## src/rtl/rtpv_pkg.sv

```systemverilog
// rtpv_pkg: shared widths, constants, opcodes and the window entry type
// for the rtp stream validator; no dependencies
package rtpv_pkg;

	localparam int FMT_W   = 14;
	localparam int SRC_W   = 32;
	localparam int SEQ_W   = 16;
	localparam int TS_W    = 32;
	localparam int NOISE_W = 4;
	localparam int CNT_W   = 32;
	localparam int VER_W   = 2;
	localparam int HLEN_W  = 8;
	localparam int CSRC_W  = 4;

	// noise limit after reset, default window depth
	localparam int RESET_NOISE_LIMIT    = 1;
	localparam int DEFAULT_WINDOW_DEPTH = 4;

	localparam logic OP_PACKET = 1'b0;
	localparam logic OP_DETECT = 1'b1;

	typedef struct packed {
		logic [FMT_W-1:0] fmt;
		logic [SRC_W-1:0] src;
		logic [SEQ_W-1:0] seq;
		logic [TS_W-1:0]  ts;
	} entry_t;

endpackage

```

## src/rtl/rtpv_in_if.sv

```systemverilog
// rtpv_in_if: valid/ready channel carrying one parsed packet header item
// depends on rtpv_pkg
interface rtpv_in_if;
	logic                          valid;
	logic                          ready;
	logic                          opcode;
	logic                          parse_ok;
	logic [rtpv_pkg::VER_W-1:0]    version;
	logic [rtpv_pkg::HLEN_W-1:0]   header_length;
	logic [rtpv_pkg::CSRC_W-1:0]   csrc_count;
	logic [rtpv_pkg::SRC_W-1:0]    ssrc;
	logic [rtpv_pkg::SEQ_W-1:0]    sequence_number;
	logic [rtpv_pkg::TS_W-1:0]     rtp_timestamp;

	modport source (output valid, opcode, parse_ok, version, header_length, csrc_count,
		ssrc, sequence_number, rtp_timestamp, input ready);
	modport sink (input valid, opcode, parse_ok, version, header_length, csrc_count,
		ssrc, sequence_number, rtp_timestamp, output ready);
endinterface

```

## src/rtl/rtpv_out_if.sv

```systemverilog
// rtpv_out_if: valid/ready channel carrying one stream status item
// depends on rtpv_pkg
interface rtpv_out_if;
	logic                          valid;
	logic                          ready;
	logic                          accepted;
	logic                          stream_valid;
	logic [rtpv_pkg::CNT_W-1:0]    received_count;
	logic [rtpv_pkg::SEQ_W-1:0]    lowest_sequence;
	logic [rtpv_pkg::SEQ_W-1:0]    highest_sequence;
	logic [rtpv_pkg::SRC_W-1:0]    stream_ssrc;

	modport source (output valid, accepted, stream_valid, received_count, lowest_sequence,
		highest_sequence, stream_ssrc, input ready);
	modport sink (input valid, accepted, stream_valid, received_count, lowest_sequence,
		highest_sequence, stream_ssrc, output ready);
endinterface

```

## src/rtl/rtpv_cell.sv

```systemverilog
// rtpv_cell: one window slot of the packet chain, loads from its newer
// neighbor and checks itself against it; depends on rtpv_pkg
module rtpv_cell (
	input  logic             clk,
	input  logic             shift_en,
	input  rtpv_pkg::entry_t nbr,
	output rtpv_pkg::entry_t entry,
	output logic             pair_ok
);
	import rtpv_pkg::*;

	entry_t          entry_q;
	logic            seq_neg;
	logic [TS_W-1:0] ts_diff;

	always_ff @(posedge clk) begin
		if (shift_en) begin
			entry_q <= nbr;
		end
	end

	// neighbor is the newer packet, this slot the older one
	always_comb begin
		seq_neg = nbr.seq < entry_q.seq;
		ts_diff = nbr.ts - entry_q.ts;
		pair_ok = (nbr.fmt == entry_q.fmt) && (nbr.src == entry_q.src) &&
			(seq_neg == ts_diff[TS_W-1]);
	end

	assign entry = entry_q;

endmodule

```

## src/rtl/rtp_stream_validator.sv

```systemverilog
// rtp_stream_validator: top level, packet window chain plus stream control
// depends on rtpv_pkg, rtpv_in_if, rtpv_out_if, rtpv_cell
//
// channel   dir  handshake          payload
// item      in   valid/ready        opcode, parse_ok, header fields, seq, timestamp
// result    out  valid/ready        accepted, stream_valid, count, seq range, ssrc
// cfg       in   cfg_we only        cfg_wdata = noise limit
//
// a packet item gives its result in the cycle after it is taken
// a detect item on a full window rotates the cell chain through a full turn past
//   the min/max scanner, result in the cycle after the last step; on a window
//   that is not full it fails at once like a packet item
// reset clears all control state, noise limit returns to one, window slots
//   hold junk until packets shift in
// a new item is taken only when no result waits or the waiting one leaves
//   in the same cycle; one item is in flight at a time
module rtp_stream_validator #(
	parameter int WINDOW_PACKETS = rtpv_pkg::DEFAULT_WINDOW_DEPTH
) (
	input  logic                         clk,
	input  logic                         arst_n,
	rtpv_in_if.sink                      item,
	rtpv_out_if.source                   result,
	input  logic                         cfg_we,
	input  logic [rtpv_pkg::NOISE_W-1:0] cfg_wdata
);
	import rtpv_pkg::*;

	localparam int FILL_W = $clog2(WINDOW_PACKETS + 1);
	localparam int SCAN_W = $clog2(WINDOW_PACKETS);
	localparam logic [FILL_W-1:0] FILL_FULL = FILL_W'(WINDOW_PACKETS);
	localparam logic [SCAN_W-1:0] SCAN_LAST = SCAN_W'(WINDOW_PACKETS - 1);
	localparam logic [SEQ_W:0]    SPAN_MIN  = (SEQ_W + 1)'(WINDOW_PACKETS - 2);
	localparam logic [CNT_W-1:0]  CNT_FULL  = CNT_W'(WINDOW_PACKETS);
	localparam logic [SEQ_W-1:0]  SEQ_TOP   = '1;
	localparam logic [NOISE_W-1:0] NOISE_TOP = '1;

	// control states
	localparam logic ST_IDLE = 1'b0;
	localparam logic ST_SCAN = 1'b1;

	// control
	logic               state_q;
	logic [SCAN_W-1:0]  scan_cnt_q;
	logic [FILL_W-1:0]  fill_q;
	logic               out_valid_q;
	logic [NOISE_W-1:0] limit_q;

	// stream state, shown directly on the result channel
	logic               valid_q;
	logic               acc_q;
	logic [NOISE_W-1:0] noise_q;
	logic [SEQ_W-1:0]   min_q;
	logic [SEQ_W-1:0]   max_q;
	logic [CNT_W-1:0]   count_q;
	logic [SRC_W-1:0]   ssrc_q;

	// detection scratch
	logic               pair_ok_q;
	logic [SEQ_W-1:0]   scan_min_q;
	logic [SEQ_W-1:0]   scan_max_q;

	entry_t                    new_entry;
	entry_t                    chain_in  [WINDOW_PACKETS];
	entry_t                    chain_out [WINDOW_PACKETS];
	logic [WINDOW_PACKETS-1:0] pair_ok;
	logic                      window_ok;
	logic                      take;
	logic                      shift_en;

	logic               have_entry;
	logic               same;
	logic               noise_in;
	logic               dup;
	logic               keep;
	logic [NOISE_W-1:0] noise_inc;
	logic               noise_trip;

	entry_t             tail;
	logic [SEQ_W-1:0]   fmin;
	logic [SEQ_W-1:0]   fmax;
	logic               span_ok;
	logic               scan_done;

	assign item.ready = (state_q == ST_IDLE) && (!out_valid_q || result.ready);
	assign take       = item.valid && item.ready;

	assign new_entry.fmt = {item.version, item.header_length, item.csrc_count};
	assign new_entry.src = item.ssrc;
	assign new_entry.seq = item.sequence_number;
	assign new_entry.ts  = item.rtp_timestamp;

	// packet classification against the newest slot (cell 0)
	always_comb begin
		have_entry = fill_q != '0;
		same       = have_entry && (chain_out[0].fmt == new_entry.fmt) &&
			(chain_out[0].src == new_entry.src);
		noise_in   = !item.parse_ok || (have_entry && valid_q && !same);
		dup        = !noise_in && same && (chain_out[0].seq >= new_entry.seq);
		keep       = !noise_in && !dup;
		noise_inc  = (noise_q == NOISE_TOP) ? noise_q : noise_q + 1'b1;
		noise_trip = noise_inc > limit_q;
	end

	// chain: cell 0 takes a new packet, or the tail while rotating for a scan
	assign shift_en = (take && item.opcode == OP_PACKET && keep) || (state_q == ST_SCAN);
	assign tail     = chain_out[WINDOW_PACKETS-1];

	always_comb begin
		for (int k = 0; k < WINDOW_PACKETS; k++) begin
			if (k == 0) begin
				chain_in[k] = (state_q == ST_SCAN) ? tail : new_entry;
			end else begin
				chain_in[k] = chain_out[k-1];
			end
		end
	end

	for (genvar g = 0; g < WINDOW_PACKETS; g++) begin : g_cell
		rtpv_cell u_cell (
			.clk      (clk),
			.shift_en (shift_en),
			.nbr      (chain_in[g]),
			.entry    (chain_out[g]),
			.pair_ok  (pair_ok[g])
		);
	end

	// every neighbor pair must agree; cell 0 has no newer partner in the window
	always_comb begin
		window_ok = 1'b1;
		for (int k = 1; k < WINDOW_PACKETS; k++) begin
			window_ok = window_ok && pair_ok[k];
		end
	end

	// min/max scanner at the chain tail
	always_comb begin
		fmin      = (tail.seq < scan_min_q) ? tail.seq : scan_min_q;
		fmax      = (tail.seq > scan_max_q) ? tail.seq : scan_max_q;
		span_ok   = ({1'b0, fmin} + SPAN_MIN) <= {1'b0, fmax};
		scan_done = (state_q == ST_SCAN) && (scan_cnt_q == SCAN_LAST);
	end

	always_ff @(posedge clk) begin
		if (take && item.opcode == OP_DETECT) begin
			pair_ok_q  <= window_ok;
			scan_min_q <= SEQ_TOP;
			scan_max_q <= '0;
		end else if (state_q == ST_SCAN) begin
			scan_min_q <= fmin;
			scan_max_q <= fmax;
		end
	end

	always_ff @(posedge clk or negedge arst_n) begin
		if (!arst_n) begin
			limit_q <= NOISE_W'(RESET_NOISE_LIMIT);
		end else if (cfg_we) begin
			limit_q <= cfg_wdata;
		end
	end

	always_ff @(posedge clk or negedge arst_n) begin
		if (!arst_n) begin
			state_q     <= ST_IDLE;
			scan_cnt_q  <= '0;
			fill_q      <= '0;
			out_valid_q <= 1'b0;
			valid_q     <= 1'b0;
			acc_q       <= 1'b0;
			noise_q     <= '0;
			min_q       <= '0;
			max_q       <= '0;
			count_q     <= '0;
			ssrc_q      <= '0;
		end else begin
			if (out_valid_q && result.ready) begin
				out_valid_q <= 1'b0;
			end
			if (take) begin
				if (item.opcode == OP_PACKET) begin
					out_valid_q <= 1'b1;
					priority if (noise_in) begin
						// noise only matters on a qualified stream
						if (!valid_q) begin
							acc_q <= 1'b0;
						end else if (noise_trip) begin
							acc_q   <= 1'b0;
							valid_q <= 1'b0;
							min_q   <= SEQ_TOP;
							max_q   <= '0;
							noise_q <= '0;
						end else begin
							acc_q   <= 1'b1;
							noise_q <= noise_inc;
						end
					end else if (dup) begin
						acc_q <= 1'b1;
					end else begin
						acc_q   <= 1'b1;
						noise_q <= '0;
						fill_q  <= (fill_q == FILL_FULL) ? FILL_FULL : fill_q + 1'b1;
						if (new_entry.seq < min_q) begin
							min_q <= new_entry.seq;
						end
						if (new_entry.seq > max_q) begin
							max_q <= new_entry.seq;
						end
						count_q <= count_q + 1'b1;
					end
				end else if (fill_q != FILL_FULL) begin
					// partial window fails detection at once
					out_valid_q <= 1'b1;
					acc_q       <= 1'b0;
					valid_q     <= 1'b0;
					min_q       <= SEQ_TOP;
					max_q       <= '0;
					noise_q     <= '0;
				end else begin
					out_valid_q <= 1'b0;
					state_q     <= ST_SCAN;
					scan_cnt_q  <= '0;
				end
			end
			if (state_q == ST_SCAN) begin
				scan_cnt_q <= scan_cnt_q + 1'b1;
				if (scan_done) begin
					state_q     <= ST_IDLE;
					out_valid_q <= 1'b1;
					if (pair_ok_q && span_ok) begin
						acc_q   <= 1'b1;
						valid_q <= 1'b1;
						min_q   <= fmin;
						max_q   <= fmax;
						count_q <= CNT_FULL;
						// last slot scanned is the newest packet
						ssrc_q  <= tail.src;
					end else begin
						acc_q   <= 1'b0;
						valid_q <= 1'b0;
						min_q   <= SEQ_TOP;
						max_q   <= '0;
						noise_q <= '0;
					end
				end
			end
		end
	end

	assign result.valid            = out_valid_q;
	assign result.accepted         = acc_q;
	assign result.stream_valid     = valid_q;
	assign result.received_count   = count_q;
	assign result.lowest_sequence  = min_q;
	assign result.highest_sequence = max_q;
	assign result.stream_ssrc      = ssrc_q;

endmodule

```

## src/flat_wrapper.sv

```systemverilog
// flat-port wrapper written by rule: the top's interface ports become plain ports
module rtp_stream_validator_flat import rtpv_pkg::*;
#(
	parameter int WINDOW_PACKETS = rtpv_pkg::DEFAULT_WINDOW_DEPTH
)
  (clk, arst_n, cfg_we, cfg_wdata, item_valid, item_opcode, item_parse_ok, item_version, item_header_length, item_csrc_count, item_ssrc, item_sequence_number, item_rtp_timestamp, item_ready, result_valid, result_accepted, result_stream_valid, result_received_count, result_lowest_sequence, result_highest_sequence, result_stream_ssrc, result_ready);
  rtpv_in_if item_i ();
  rtpv_out_if result_i ();
  input  logic clk;
  input  logic arst_n;
  input  logic cfg_we;
  input  logic [rtpv_pkg::NOISE_W-1:0] cfg_wdata;
  input wire logic [$bits(item_i.valid)-1:0] item_valid;
  input wire logic [$bits(item_i.opcode)-1:0] item_opcode;
  input wire logic [$bits(item_i.parse_ok)-1:0] item_parse_ok;
  input wire logic [$bits(item_i.version)-1:0] item_version;
  input wire logic [$bits(item_i.header_length)-1:0] item_header_length;
  input wire logic [$bits(item_i.csrc_count)-1:0] item_csrc_count;
  input wire logic [$bits(item_i.ssrc)-1:0] item_ssrc;
  input wire logic [$bits(item_i.sequence_number)-1:0] item_sequence_number;
  input wire logic [$bits(item_i.rtp_timestamp)-1:0] item_rtp_timestamp;
  output wire logic [$bits(item_i.ready)-1:0] item_ready;
  output wire logic [$bits(result_i.valid)-1:0] result_valid;
  output wire logic [$bits(result_i.accepted)-1:0] result_accepted;
  output wire logic [$bits(result_i.stream_valid)-1:0] result_stream_valid;
  output wire logic [$bits(result_i.received_count)-1:0] result_received_count;
  output wire logic [$bits(result_i.lowest_sequence)-1:0] result_lowest_sequence;
  output wire logic [$bits(result_i.highest_sequence)-1:0] result_highest_sequence;
  output wire logic [$bits(result_i.stream_ssrc)-1:0] result_stream_ssrc;
  input wire logic [$bits(result_i.ready)-1:0] result_ready;
  assign item_i.valid = item_valid;
  assign item_i.opcode = item_opcode;
  assign item_i.parse_ok = item_parse_ok;
  assign item_i.version = item_version;
  assign item_i.header_length = item_header_length;
  assign item_i.csrc_count = item_csrc_count;
  assign item_i.ssrc = item_ssrc;
  assign item_i.sequence_number = item_sequence_number;
  assign item_i.rtp_timestamp = item_rtp_timestamp;
  assign item_ready = item_i.ready;
  assign result_valid = result_i.valid;
  assign result_accepted = result_i.accepted;
  assign result_stream_valid = result_i.stream_valid;
  assign result_received_count = result_i.received_count;
  assign result_lowest_sequence = result_i.lowest_sequence;
  assign result_highest_sequence = result_i.highest_sequence;
  assign result_stream_ssrc = result_i.stream_ssrc;
  assign result_i.ready = result_ready;
  rtp_stream_validator #(.WINDOW_PACKETS(WINDOW_PACKETS)) u_core (.clk(clk), .arst_n(arst_n), .item(item_i), .result(result_i), .cfg_we(cfg_we), .cfg_wdata(cfg_wdata));
endmodule
```

## config.mk

```make
export PLATFORM = sky130hd
export DESIGN_NAME = rtp_stream_validator_flat
export DESIGN_NICKNAME = d
export VERILOG_FILES = /design/src/rtl/rtpv_pkg.sv /design/src/rtl/rtpv_in_if.sv /design/src/rtl/rtpv_out_if.sv /design/src/rtl/rtpv_cell.sv /design/src/rtl/rtp_stream_validator.sv /design/src/flat_wrapper.sv
export SDC_FILE = /design/constraint.sdc
export NUM_CORES = 1
export LEC_CHECK = 0
export BUFFER_PORTS_ARGS = -buffer_cell sky130_fd_sc_hd__buf_2
export CAP_MARGIN = 20
export CORE_UTILIZATION = 50
export CTS_CLUSTER_SIZE = 24
export DETAILED_ROUTE_END_ITERATION = 7
export PLACE_DENSITY = 0.64
export SLEW_MARGIN = 40
export SYNTH_ARGS = -nofsm -noshare
export SYNTH_HDL_FRONTEND = slang
export SYNTH_SLANG_ARGS = --single-unit
```

## constraint.sdc

```tcl
create_clock -name clk -period 16.2 [get_ports clk]
set_clock_uncertainty 0.15 [all_clocks]
set_input_delay 4.86 -clock clk [delete_from_list [all_inputs] [get_ports clk]]
set_output_delay 4.86 -clock clk [all_outputs]
set_load 0.03 [all_outputs]
```

==> results by group, run 1 <==
Placed design
  • Pre-CTS setup slack: 5.766 ns
  • Gpl congestion: 0.9248
  • Placed cells: 3,219
  • PortBufs: 204
  • Detail Placement HPWL: 54,070 µm
  • DP Area: 0.02912 mm²

Timing
  • Final hold vios: 0
  • Final Cycle Share: 64.42%
  • Fmax: 0.09583 GHz
  • Slew @ Worst Pin: 0.8634 ns
  • Final min period: 10.44 ns
  • Hold slack final: 0.3088 ns
  • Fin worst setup slack: 5.765 ns
  • Final setup fails: 0
  • Setup TNS: 0 ns
  • RSZ-0062 raised after global routing: false
  • Pins Over Slew Limit: 0
  • Rel. slew slack: 42.30%

Global route
  • GRT Util Overall: 26.40%
  • Met2 GRT Util: 42.17%
  • Number of global-route vias before repair: 19,140
  • Most Crowded Layer GR: met2
  • Met1 usage: 36.49%
  • GRT overflow: 0
  • First-pass GRT wire length: 112,700 µm
  • Initial antenna violation count: 2
  • Largest net degree at the start of global routing: 166
  • Grt met3 use: 4.292%

Worst setup path
  • Worst setup EP type: output pin
  • Sequence of cells on the critical path: buf_2 -> inv_1 -> a21oi_1 -> buf_2
  • Critical Path AT: 5.43 ns
  • Worst EP required: 11.19 ns
  • Most frequent CP cell: buf_2
  • Worst setup SP type: primary input
  • Crit path kind: in -> out
  • Slowest-stage cell, CP: buf_2
  • CP peak stage delay: 0.24 ns
  • Worst Path Max Fanout: 3

Synth
  • Post-synth EDFFs: 377
  • Main synth FF type: edfxtp_1
  • Distinct cells, synth: 67
  • Avg Inst Size Synth: 11.55 µm²
  • Post-synth top cells: edfxtp_1, inv_1, ha_1, nand2_1, xor2_1
  • Cells after Synth: 2,358
  • Synth area leader: edfxtp_1
  • Yosys warning count: 0
  • Post-Syn Nets: 2,702
  • Netlist Area Pre-Place: 0.02723 mm²
  • Sequential area share after synthesis: 54.31%
  • Most numerous cell in the Yosys netlist: edfxtp_1
  • Largest cells by area after synthesis: edfxtp_1, ha_1, dfrtp_1
  • Yosys top cell area share: 41.57%
  • Synthesized flop and latch total: 522
  • Synth async-reset ratio: 21.65%

Cells and area
  • Share of cells above drive strength 1: 15.63%
  • Final Instance Count excl. Fillers: 3,325
  • Layout fillers: 4,570
  • Area grow syn2layout: 13.79%
  • Ant diodes: 0
  • Utilization after layout: 57.59%
  • Nets: 2,926
  • Post-route cell area: 0.03099 mm²

Clock tree
  • Clk buf depth: 3
  • Post-CTS setup buffer count: 0
  • Cts repair resizes: 0
  • Later-pin clock latency in the skew report: 0.64 ns
  • Clock transition at path regs: 0.06 ns
  • Hold Buf Count CTS: 0
  • Htree depth: 2
  • Root Buffer: clkbuf_16
  • TritonCTS clock tree: done
  • CTS buffer count: 56
  • Clock sinks: 522

Detailed routing
  • DR vias: 19,280
  • 1st-iter DRT viols: 1,531
  • WL/cell: 21.93 µm
  • Routed Antenna Nets: 0
  • Drt drc: 0
  • Via/cell ratio: 5.798
  • Pre-antenna DRT Iters: 8
  • Final wirelength: 72,900 µm

Power
  • Design Power: 6.981 mW
  • PD cells: 225.3 mW/mm²
  • Static leakage: 13.25 nW
  • Peak supply drop: 0.1058 mV

Floorplan
  • Die H: 235.4 µm
  • Total I/O pin count: 205
  • Starting Density: 50.61%
  • Die X: 235.4 µm
  • Row cnt: 85
  • Die area: 0.05540 mm²
  • Core box area: 0.05381 mm²

Run status
  • Outcome: finished clean

Job
  • Max_cap viols: 0

Min path
  • Hold crit path type: reg -> reg
-- where the power goes --
part           internal [mW]  switching (mW)  leakage [nW]
clock                  0.730           0.550         0.880
combinational           1.10            1.77          7.04
sequential              2.24           0.588          5.33
-- area by class of cell --
| type | count | area, µm² | share of cell area (%) |
|---|---|---|---|
| clock buffers | 89 | 1605 | 5.180 |
| clock inverters | 16 | 220.2 | 0.7106 |
| multi-input cells | 1527 | 11310 | 36.49 |
| inverters | 251 | 942.2 | 3.040 |
| flip-flops and latches | 522 | 14790 | 47.74 |
| well taps | 696 | 870.8 | 2.810 |
| repair buffers | 224 | 1250 | 4.033 |
-- layout by cell type, fill, tap and decap left out, drive strengths merged, types with 18 or more instances in the layout --
cell    synthesis  routed
nand3          65      65
inv           251     251
dfrtp         112     112
nor2           73      73
nand4          61      61
xnor2          76      76
edfxtp        377     377
a211oi         18      18
ha            239     239
o21ai         103     103
mux2i          22      22
nand2b         18      18
clkbuf         53      89
a21o           29      29
a21oi         104     104
xor2          114     114
o211ai         28      28
nor3           37      37
buf             5     224
o221ai         22      22
nor4           44      44
mux2           80      80
dfxtp          32      32
nand2         239     239
-- routing by layer --
layer,share of wire [%],routed length (µm)
met5,0.030,22
met4,3.1,2231
met3,5.7,4135
met2,47,33950
met1,45,32570
-- final timing paths --
kind / from / end / cells after the start / slack, ns
max in group asynchronous: arst_n / u_core.state_q / 2 / 10.70
max: result_ready / item_ready / 4 / 5.76
min: u_core.g_cell[0].u_cell.entry[22] / u_core.g_cell[1].u_cell.entry[22] / 0 / 0.31
min reg2reg: u_core.g_cell[0].u_cell.entry[22] / u_core.g_cell[1].u_cell.entry[22] / 0 / 0.31
max reg2reg: u_core.g_cell[3].u_cell.entry[47] / u_core.result.lowest_sequence[4] / 21 / 9.82
min in group asynchronous: arst_n / u_core.result.lowest_sequence[2] / 1 / 4.08
-- cells by family after synthesis --
| kind of cell | share of synthesized area [%] |
|---|---|
| AOI/OAI and AO/OA | 9.372 |
| xor gates and xnor gates | 6.110 |
| adders and majority gates | 10.98 |
| buffers and inverters | 4.305 |
| and+or+nand+nor | 10.79 |
| muxes | 4.130 |
| DFF | 54.31 |
-- flip-flops by register name, summed over array words and instances (netlist names) --
| signal | flops |
|---|---|
| u_core.fill_q | 3 |
| u_core.g_cell.u_cell.entry | 376 |
| u_core.limit_q | 4 |
| u_core.noise_q | 4 |
| u_core.pair_ok_q | 1 |
| u_core.result.accepted | 1 |
| u_core.result.highest_sequence | 16 |
| u_core.result.lowest_sequence | 16 |
| u_core.result.received_count | 32 |
| u_core.result.stream_ssrc | 32 |
| u_core.result.stream_valid | 1 |
| u_core.result.valid | 1 |
| u_core.scan_cnt_q | 2 |
| u_core.scan_max_q | 16 |
| u_core.scan_min_q | 16 |
| u_core.state_q | 1 |
-- worst max-delay path, delay by kind of cell --
kind	cells	cell delay [ns]
buffers and inverters	3	0.35
AOI/OAI and AO/OA	1	0.21
Power figures use the tool's default switching activity.
==> inputs of run 2 (changes only) <==
Settings changed: PLACE_DENSITY 0.64 to 0.67.
Clock period 16.2 ns to 8.9 ns, I/O delays scaled along.
==> results by group, run 2 (synthesis gave the netlist of run 1 again) <==
Floorplan
  • Die area: 0.05540 mm² (unchanged)
  • Row cnt: 85 (unchanged)
  • Total I/O pin count: 205 (unchanged)
  • Starting Density: 50.61% (unchanged)
  • Core box area: 0.05381 mm² (unchanged)
  • Die X: 235.4 µm (unchanged)
  • Die H: 235.4 µm (unchanged)

Cells and area
  • Most frequent cells in the layout: edfxtp_1, inv_1, ha_1
  • Final Instance Count excl. Fillers: 3,332 (+0.21%)
  • Post-route cell area: 0.03110 mm² (+0.37%)
  • Area grow syn2layout: 14.21%
  • FF/Latch Area: 0.01479 mm² (unchanged)
  • Utilization after layout: 57.80% (+0.21 points)
  • Multi-input gate area: 0.01131 mm² (about the same)
  • Nets: 2,928 (+0.068%)
  • Share of cells above drive strength 1: 16.12% (+0.48 points)
  • Most common cell after layout, fill and taps aside: edfxtp_1
  • Layout fillers: 4,453 (-2.6%)
  • Max reg flops: 376 (unchanged)

Min path
  • Hold Startpoint: u_core.g_cell[0].u_cell.entry[3]
  • Hold crit path type: reg -> reg

Global route
  • Largest net degree at the start of global routing: 94 (-43%)
  • Number of global-route vias before repair: 18,870 (-1.4%)
  • GRT overflow: 0 (unchanged)
  • Initial antenna violation count: 2 (unchanged)
  • First-pass GRT wire length: 108,500 µm (-3.8%)
  • GRT Util Overall: 25.33% (-1.1 points)

Timing
  • Fin worst setup slack: 2.409 ns (-3.355 ns)
  • RSZ-0062 raised after global routing: false
  • Setup TNS: 0 ns (unchanged)
  • Final Cycle Share: 72.93%
  • Fmax: 0.1541 GHz
  • Final min period: 6.491 ns
  • Slew @ Worst Pin: 0.9068 ns (+0.04341 ns)
  • Rel. slew slack: 39.40% (-2.9 points)
  • Pins Over Slew Limit: 0 (unchanged)
  • Hold slack final: 0.3031 ns (-0.005752 ns)
  • Final setup fails: 0 (unchanged)
  • Final hold vios: 0 (unchanged)

Power
  • Clock power share: 19.1% (+0.8 points)
  • Pint: 7.518 mW (+84%)
  • Combinational power share: 41.1% (about the same)
  • Sequential share of power: 39.8% (-0.8 points)
  • Peak supply drop: 0.2004 mV (+90%)
  • Design Power: 12.76 mW (+83%)
  • Net Switching: 5.243 mW (+80%)
  • Static leakage: 13.32 nW (+0.54%)
  • Net Sw Frac: 41.09% (-0.53 points)
  • PD cells: 410.2 mW/mm² (+82%)

Worst setup path
  • Worst setup EP type: flop
  • Worst Path Max Fanout: 80 (+77)
  • Critical Path AT: 6.61 ns (+1.18 ns)
  • Crit path kind: in -> reg
  • Worst path bufs/invs: 4 (+1)
  • Critical Path Sink: u_core.g_cell[0].u_cell.entry[91]
  • R2R setup slack: 2.67 ns (-7.15 ns)
  • Worst R2R End: u_core.result.stream_ssrc[3]
  • WP depth: 11 (+7)
  • Most frequent CP cell: buf_12
  • CP peak stage delay: 0.75 ns (+0.51 ns)
  • Worst EP required: 9.02 ns (-2.17 ns)
  • Sequence of cells on the critical path: buf_2 -> xor2_1 -> a221o_1 -> or4_4 -> nor4_4 -> mux2i_2 -> buf_4 -> nand2_1 -> nand2b_4 -> buf_12 -> buf_12
  • Slowest-stage cell, CP: nor4_4
  • Largest delay share family, worst path: simple AND/OR/NAND/NOR gates
  • Reg2reg path depth: 21 (unchanged)
  • Worst setup SP type: primary input
  • R2R Path Start: u_core.g_cell[3].u_cell.entry[33]
  • Worst Setup SP: item_csrc_count[3]

Placed design
  • Detail Placement HPWL: 52,500 µm (-2.9%)
  • PortBufs: 204 (unchanged)
  • Pre-CTS setup slack: 1.767 ns (-3.999 ns)
  • DP Area: 0.02916 mm² (+0.15%)
  • Placed cells: 3,222 (+0.093%)
  • Gpl congestion: 0.8987 (-2.8%)

Detailed routing
  • Routed Antenna Nets: 1 (+1)
  • 1st-iter DRT viols: 1,642 (+7.3%)
  • WL/cell: 21.26 µm (-3.0%)
  • Pre-antenna DRT Iters: 8 (unchanged)
  • Final wirelength: 70,850 µm (-2.8%)
  • Via/cell ratio: 5.713 (-1.5%)
  • DR vias: 19,040 (-1.3%)
  • Drt drc: 0 (unchanged)

Run status
  • Outcome: finished, violations left
  • Failing checks: antenna rules

Clock tree
  • Post-CTS setup buffer count: 0 (unchanged)
  • Clock sinks: 522 (unchanged)
  • CTS buffer count: 56 (unchanged)
  • Clk buf depth: 3 (unchanged)
  • TritonCTS clock tree: done
  • Hold Buf Count CTS: 0 (unchanged)
  • Root Buffer: clkbuf_16
  • Clock transition at path regs: 0.06 ns (about the same)
  • Later-pin clock latency in the skew report: 0.63 ns (about the same)
  • Htree depth: 2 (unchanged)
  • Cts repair resizes: 0 (unchanged)

Job
  • Max_cap viols: 0 (unchanged)
==> run 2: cell types whose count changed in the layout (fill, tap and decap cells not counted), sizes merged <==
| cell | before | now |
|---|---|---|
| clkbuf | 89 | 68 |
| bufinv | 3 | 8 |
| inv | 251 | 254 |
| diode | 0 | 5 |
| buf | 224 | 226 |
| clkinv | 12 | 24 |
| clkinvlp | 1 | 2 |
==> run 2: final cells by class <==
class | instances | area share (%)
clock inverters | 37 | 1.424
diodes | 5 | 0.04023
repair buffers | 226 | 4.019
inverters | 251 | 3.029
clock buffers | 68 | 4.779
flip-flops and latches | 522 | 47.56
multi-input cells | 1527 | 36.35
well taps | 696 | 2.800
==> run 2: worst min path at each step <==
stage | slack [ns] | cells past startpoint | end
finish | 0.30 | 0 | u_core.g_cell[1].u_cell.entry[3]
CTS | 0.30 | 0 | u_core.g_cell[1].u_cell.entry[3]
global route | 0.31 | 0 | u_core.g_cell[1].u_cell.entry[11]
global placement | 0.29 | 0 | u_core.g_cell[1].u_cell.entry[0]
floorplan | 0.28 | 0 | u_core.g_cell[1].u_cell.entry[0]
detailed placement | 0.29 | 0 | u_core.g_cell[1].u_cell.entry[3]
==> run 2: worst reg2reg max path, delay by kind of cell (launching register included) <==
family | cells | cell delay (ns)
AOI/OAI and AO/OA | 9 | 2.16
xor gates and xnor gates | 1 | 0.15
adders and majority gates | 3 | 1.11
buffers and inverters | 1 | 0.46
DFF | 1 | 0.57
and+or+nand+nor | 7 | 1.56
==> run 2: per-layer routing <==
layer	track usage (%)	routed length (µm)
met2	42.76	34330
met3	3.143	3507
met4	8.378	2060
met5	0	13
met1	33.90	30940
==> run 2: power by group through the flow <==
| stage | Sequential, mW | Clock, mW | Combinational (mW) |
|---|---|---|---|
| finish | 5.07 | 2.44 | 5.24 |
| global route | 5.20 | 2.57 | 5.82 |
| CTS | 5.06 | 2.49 | 5.24 |
| detailed placement | 5.08 | 0 | 5.21 |
| global placement | 5.05 | 0 | 5.07 |
| floorplan | 5.08 | 0 | 3.45 |
